### config.mk
export PLATFORM = sky130hd
export DESIGN_NAME = lzwc_ctrl
export DESIGN_NICKNAME = d
export VERILOG_FILES = /design/src/lzwc_pkg.sv /design/src/lzwc_ctrl.sv
export SDC_FILE = /design/constraint.sdc
export NUM_CORES = 1
export LEC_CHECK = 0
export BUFFER_PORTS_ARGS = -buffer_cell sky130_fd_sc_hd__buf_2
export CORE_AREA = 3 3 40 42
export DETAILED_ROUTE_END_ITERATION = 7
export DIE_AREA = 0 0 43 45
export PLACE_DENSITY = 0.59
export SLEW_MARGIN = 20
export SYNTH_ARGS = -nofsm -noshare
export SYNTH_HDL_FRONTEND = slang
export SYNTH_SLANG_ARGS = --single-unit
### constraint.sdc
create_clock -name clk -period 2 [get_ports clk]
set_input_delay 0.1 -clock clk [delete_from_list [all_inputs] [get_ports clk]]
set_output_delay 0.1 -clock clk [all_outputs]
set_load 0.01 [all_outputs]
### src/lzwc_pkg.sv
// Shared types and constants for the LZW byte compressor.
`default_nettype none
package lzwc_pkg;

  localparam int unsigned FIRST_FREE = 256;
  localparam int unsigned LIMIT_W    = 13;

  typedef struct packed {
    logic load;
    logic first;
    logic slot_inc;
    logic take_hit;
    logic emit;
    logic flush;
  } lzwc_cmd_t;

  typedef struct packed {
    logic match_valid;
    logic occupied;
    logic key_eq;
    logic out_free;
    logic last;
  } lzwc_stat_t;

endpackage
`default_nettype wire

### src/lzwc_ctrl.sv
// Controller state machine that sequences the dictionary probe for each word.
`default_nettype none
module lzwc_ctrl
  import lzwc_pkg::*;
(
  input  wire logic       clk,
  input  wire logic       rst_n,
  input  wire logic       in_valid,
  input  wire logic       in_is_last,
  output logic            in_ready,
  input  wire lzwc_stat_t stat,
  output lzwc_cmd_t       cmd
);

  typedef enum logic [5:0] {
    S_IDLE  = 6'b000001,
    S_HREAD = 6'b000010,
    S_DREAD = 6'b000100,
    S_CHECK = 6'b001000,
    S_MISS  = 6'b010000,
    S_FLUSH = 6'b100000
  } state_t;

  state_t state_r, state_nxt;

  always_ff @(posedge clk) begin
    if (!rst_n) begin
      state_r <= S_IDLE;
    end else begin
      state_r <= state_nxt;
    end
  end

  assign in_ready = (state_r == S_IDLE);

  always_comb begin
    state_nxt = state_r;
    cmd       = '0;
    unique case (state_r)
      S_IDLE: begin
        if (in_valid) begin
          cmd.load = 1'b1;
          if (!stat.match_valid) begin
            cmd.first = 1'b1;
            state_nxt = in_is_last ? S_FLUSH : S_IDLE;
          end else begin
            state_nxt = S_HREAD;
          end
        end
      end
      S_HREAD: state_nxt = S_DREAD;
      S_DREAD: state_nxt = S_CHECK;
      S_CHECK: begin
        if (stat.occupied && stat.key_eq) begin
          cmd.take_hit = 1'b1;
          state_nxt    = stat.last ? S_FLUSH : S_IDLE;
        end else if (stat.occupied) begin
          cmd.slot_inc = 1'b1;
          state_nxt    = S_HREAD;
        end else begin
          state_nxt = S_MISS;
        end
      end
      S_MISS: begin
        if (stat.out_free) begin
          cmd.emit  = 1'b1;
          state_nxt = stat.last ? S_FLUSH : S_IDLE;
        end
      end
      S_FLUSH: begin
        if (stat.out_free) begin
          cmd.flush = 1'b1;
          state_nxt = S_IDLE;
        end
      end
      default: state_nxt = S_IDLE;
    endcase
  end

  a_emit_free: assert property (@(posedge clk) disable iff (!rst_n)
    (cmd.emit || cmd.flush) |-> stat.out_free) else $error("push without room");
  a_probe_seq: assert property (@(posedge clk) disable iff (!rst_n)
    (state_r == S_HREAD) |=> (state_r == S_DREAD)) else $error("probe sequence broken");
  a_miss_exit: assert property (@(posedge clk) disable iff (!rst_n)
    (state_r == S_MISS && stat.out_free && !stat.last) |=> in_ready)
    else $error("miss did not return to idle");

endmodule
`default_nettype wire

==> out/metrics.cfg <==
[die]
io_pins = 16
fp.dieH_um = 45
fp.dieArea_um2 = 1940
die_w_um = 43
start_util_pct = 34.9
core_area_um2 = 1280
num_rows = 13

[logic_synthesis]
ys_seq_area_share_pct = 26.8
async_reset_ff_share_pct = 0
synth_edf_count = 0
synthesis.nets = 66
synth-main-ff-cell = dfxtp_1
synthCells = 57
yosysWarnings = 0
ys_types = 33
synth_area_um2 = 448
synth_area_per_cell_um2 = 7.86
ys_ff_latch = 6

[finish]
antenna_cells = 0
seqCellArea_um2 = 120
final_common_cell = buf_2
final_cell_mix = buf_2, nor2_1, inv_1, dfxtp_1, nand3_1
final_nets = 87
area_growth_pct = 28.2
final_cells = 91
stdcell_area_um2 = 574
reg_top3 = state_r (6)
regMostFlops = state_r
largest_reg_flops = 6
multi_input_area_um2 = 300
nFillCells = 129
drive_above_1_share_pct = 32.9

[timing]
rsz0062_at_grt = no
setup-violations-final = 0
timing.slew.headroom_pct = 78.3
post-route-min-period_ns = 1.93
finalCritPeriodShare_pct = 96.5
finalSetupTns_ns = 0
final-hold-violation-count = 0
fmax_ghz = 0.518
worstMarginPinSlew_ns = 0.323
fin_skew_ns = 0.0131
hold_ws_ns = 0.111
slew_violations = 0
setup_ws_ns = 0.0708

[global_routing]
grt_pass1_wl_mm = 1.94
grt_use_total_pct = 13.2
grt_pass1_vias = 475
gr-total-overflow = 0
antenna_found_initial = 0
grt_max_degree = 8

[routing]
firstDrtPassIters = 4
drt-total-wl_mm = 1.07
routedWlPerCell_um = 11.8
drt-vias-per-instance = 5.33
route.detailed.drc = 0
drt_iter0_markers = 11
vias = 485
detail-route-antenna-nets = 0

[cts]
numCtsBuffers = 3
cts-root-buf = clkbuf_4
clk_latency_ns = 0.25
ctsHoldBuffers = 0
cts_tree = done
h-tree-depth = 1
cts.sinks = 6
cts.clk_slew.worst_paths_ns = 0.06
clk_path_buf_depth = 2

[placed_design]
placed_area_um2 = 537
hpwlAfterDp_um = 818
dp_slack_ns = 0.283
portBuffers = 15
place_congestion = 0.848
dp.cells = 86

[setup_path]
reg2reg_depth = 6
timing_worst_setup_path_type = reg -> out
crit_arrival_ns = 1.83
critPathCaptureType = output port
endpoint = cmd[4]
required_ns = 1.90
setup.worst_path.start = state_r[5]
r2r-start = state_r[5]
reg2reg_slack_ns = 0.30
timing.rr.end = state_r[5]
worstPathMaxFanout = 6
startpoint_type = register

[pwr]
cellPowerDensity_nw_per_um2 = 738
p_leak_uw = 0.000254
ir_worst_vdd_mv = 0.398

[min_path]
hold_path_class = in -> reg

[status]
status = complete, no violations

[job]
drv_cap = 0

==> Yosys cell counts (2+ instances only) <==
library cell | number | area, um^2
dfxtp_1 | 6 | 120
inv_1 | 6 | 22.5
nand2_1 | 3 | 11.3
nand3_1 | 4 | 20.0
nor2_1 | 7 | 26.3
nor4b_1 | 2 | 17.5
o21ai_0 | 3 | 15.0
==> power breakdown <==
group	switching [uW]	leakage (uW)	internal, uW
clock	50.0	0.0000138	68.3
combinational	74.2	0.000192	86.2
sequential	16.2	0.0000488	129
total	140	0.000254	284
==> layer usage <==
metal | track usage, % | vias to the layer above | wire (um)
met1 | 14.4 | 219 | 460
met3 | 7.17 | 0 | 81
met2 | 22.8 | 17 | 530
li1 | - | 249 | -
met5 | 0 | - | 0
met4 | 3.01 | 0 | 0
==> kinds of logic (layout without fill, tap and decap cells) <==
family          count (synthesis)  count (layout)  synth area share (%)
compound gates                 11              11                  18.7
buf+inv                         7              26                  6.14
flops                           6               6                  26.8
simple gates                   31              31                  44.4
xor+xnor                        2               2                  3.91
==> how the worst min path moves through the flow <==
| stage | cells past startpoint | startpoint | end | slack (ns) |
|---|---|---|---|---|
| 6_report | 2 | stat[1] | state_r[5] | 0.11 |
| 5_1_grt | 2 | stat[1] | state_r[5] | 0.12 |
| 4_1_cts | 2 | stat[1] | state_r[5] | 0.11 |
| 3_5_place_dp | 2 | stat[1] | state_r[5] | 0.38 |
| 3_3_place_gp | 2 | stat[1] | state_r[5] | 0.38 |
| 2_1_floorplan | 1 | stat[1] | state_r[5] | 0.22 |
==> through the flow <==
step	utilization (%)	power (uW)
after floorplan	-	247
after global placement	41.8	289
after detailed placement	41.8	288
after CTS	43.5	405
after global routing	44.7	452
final	44.7	424
==> worst max-delay path, stage by stage (launching register included) <==
cell and delay, ns:
dfxtp_1 0.37, or4_4 0.56, nor3b_4 0.25, and2_4 0.17, and2b_1 0.11, buf_2 0.12
==> final cells by class <==
| class | instances | share of cell area (%) |
|---|---|---|
| multi-input combinational | 44 | 52.3 |
| clock buffer | 3 | 3.92 |
| timing repair buffer | 17 | 15.7 |
| inverter | 6 | 3.92 |
| sequential | 6 | 20.9 |
| tap | 15 | 3.27 |
==> timing repair <==
| action | CTS | global route |
|---|---|---|
| pin swaps | 1 | 1 |
| resized for setup | 0 | 0 |
| setup endpoints to repair | 1 | 1 |
| setup buffers | 0 | 2 |
No activity file was read; power rests on OpenSTA's default activity.
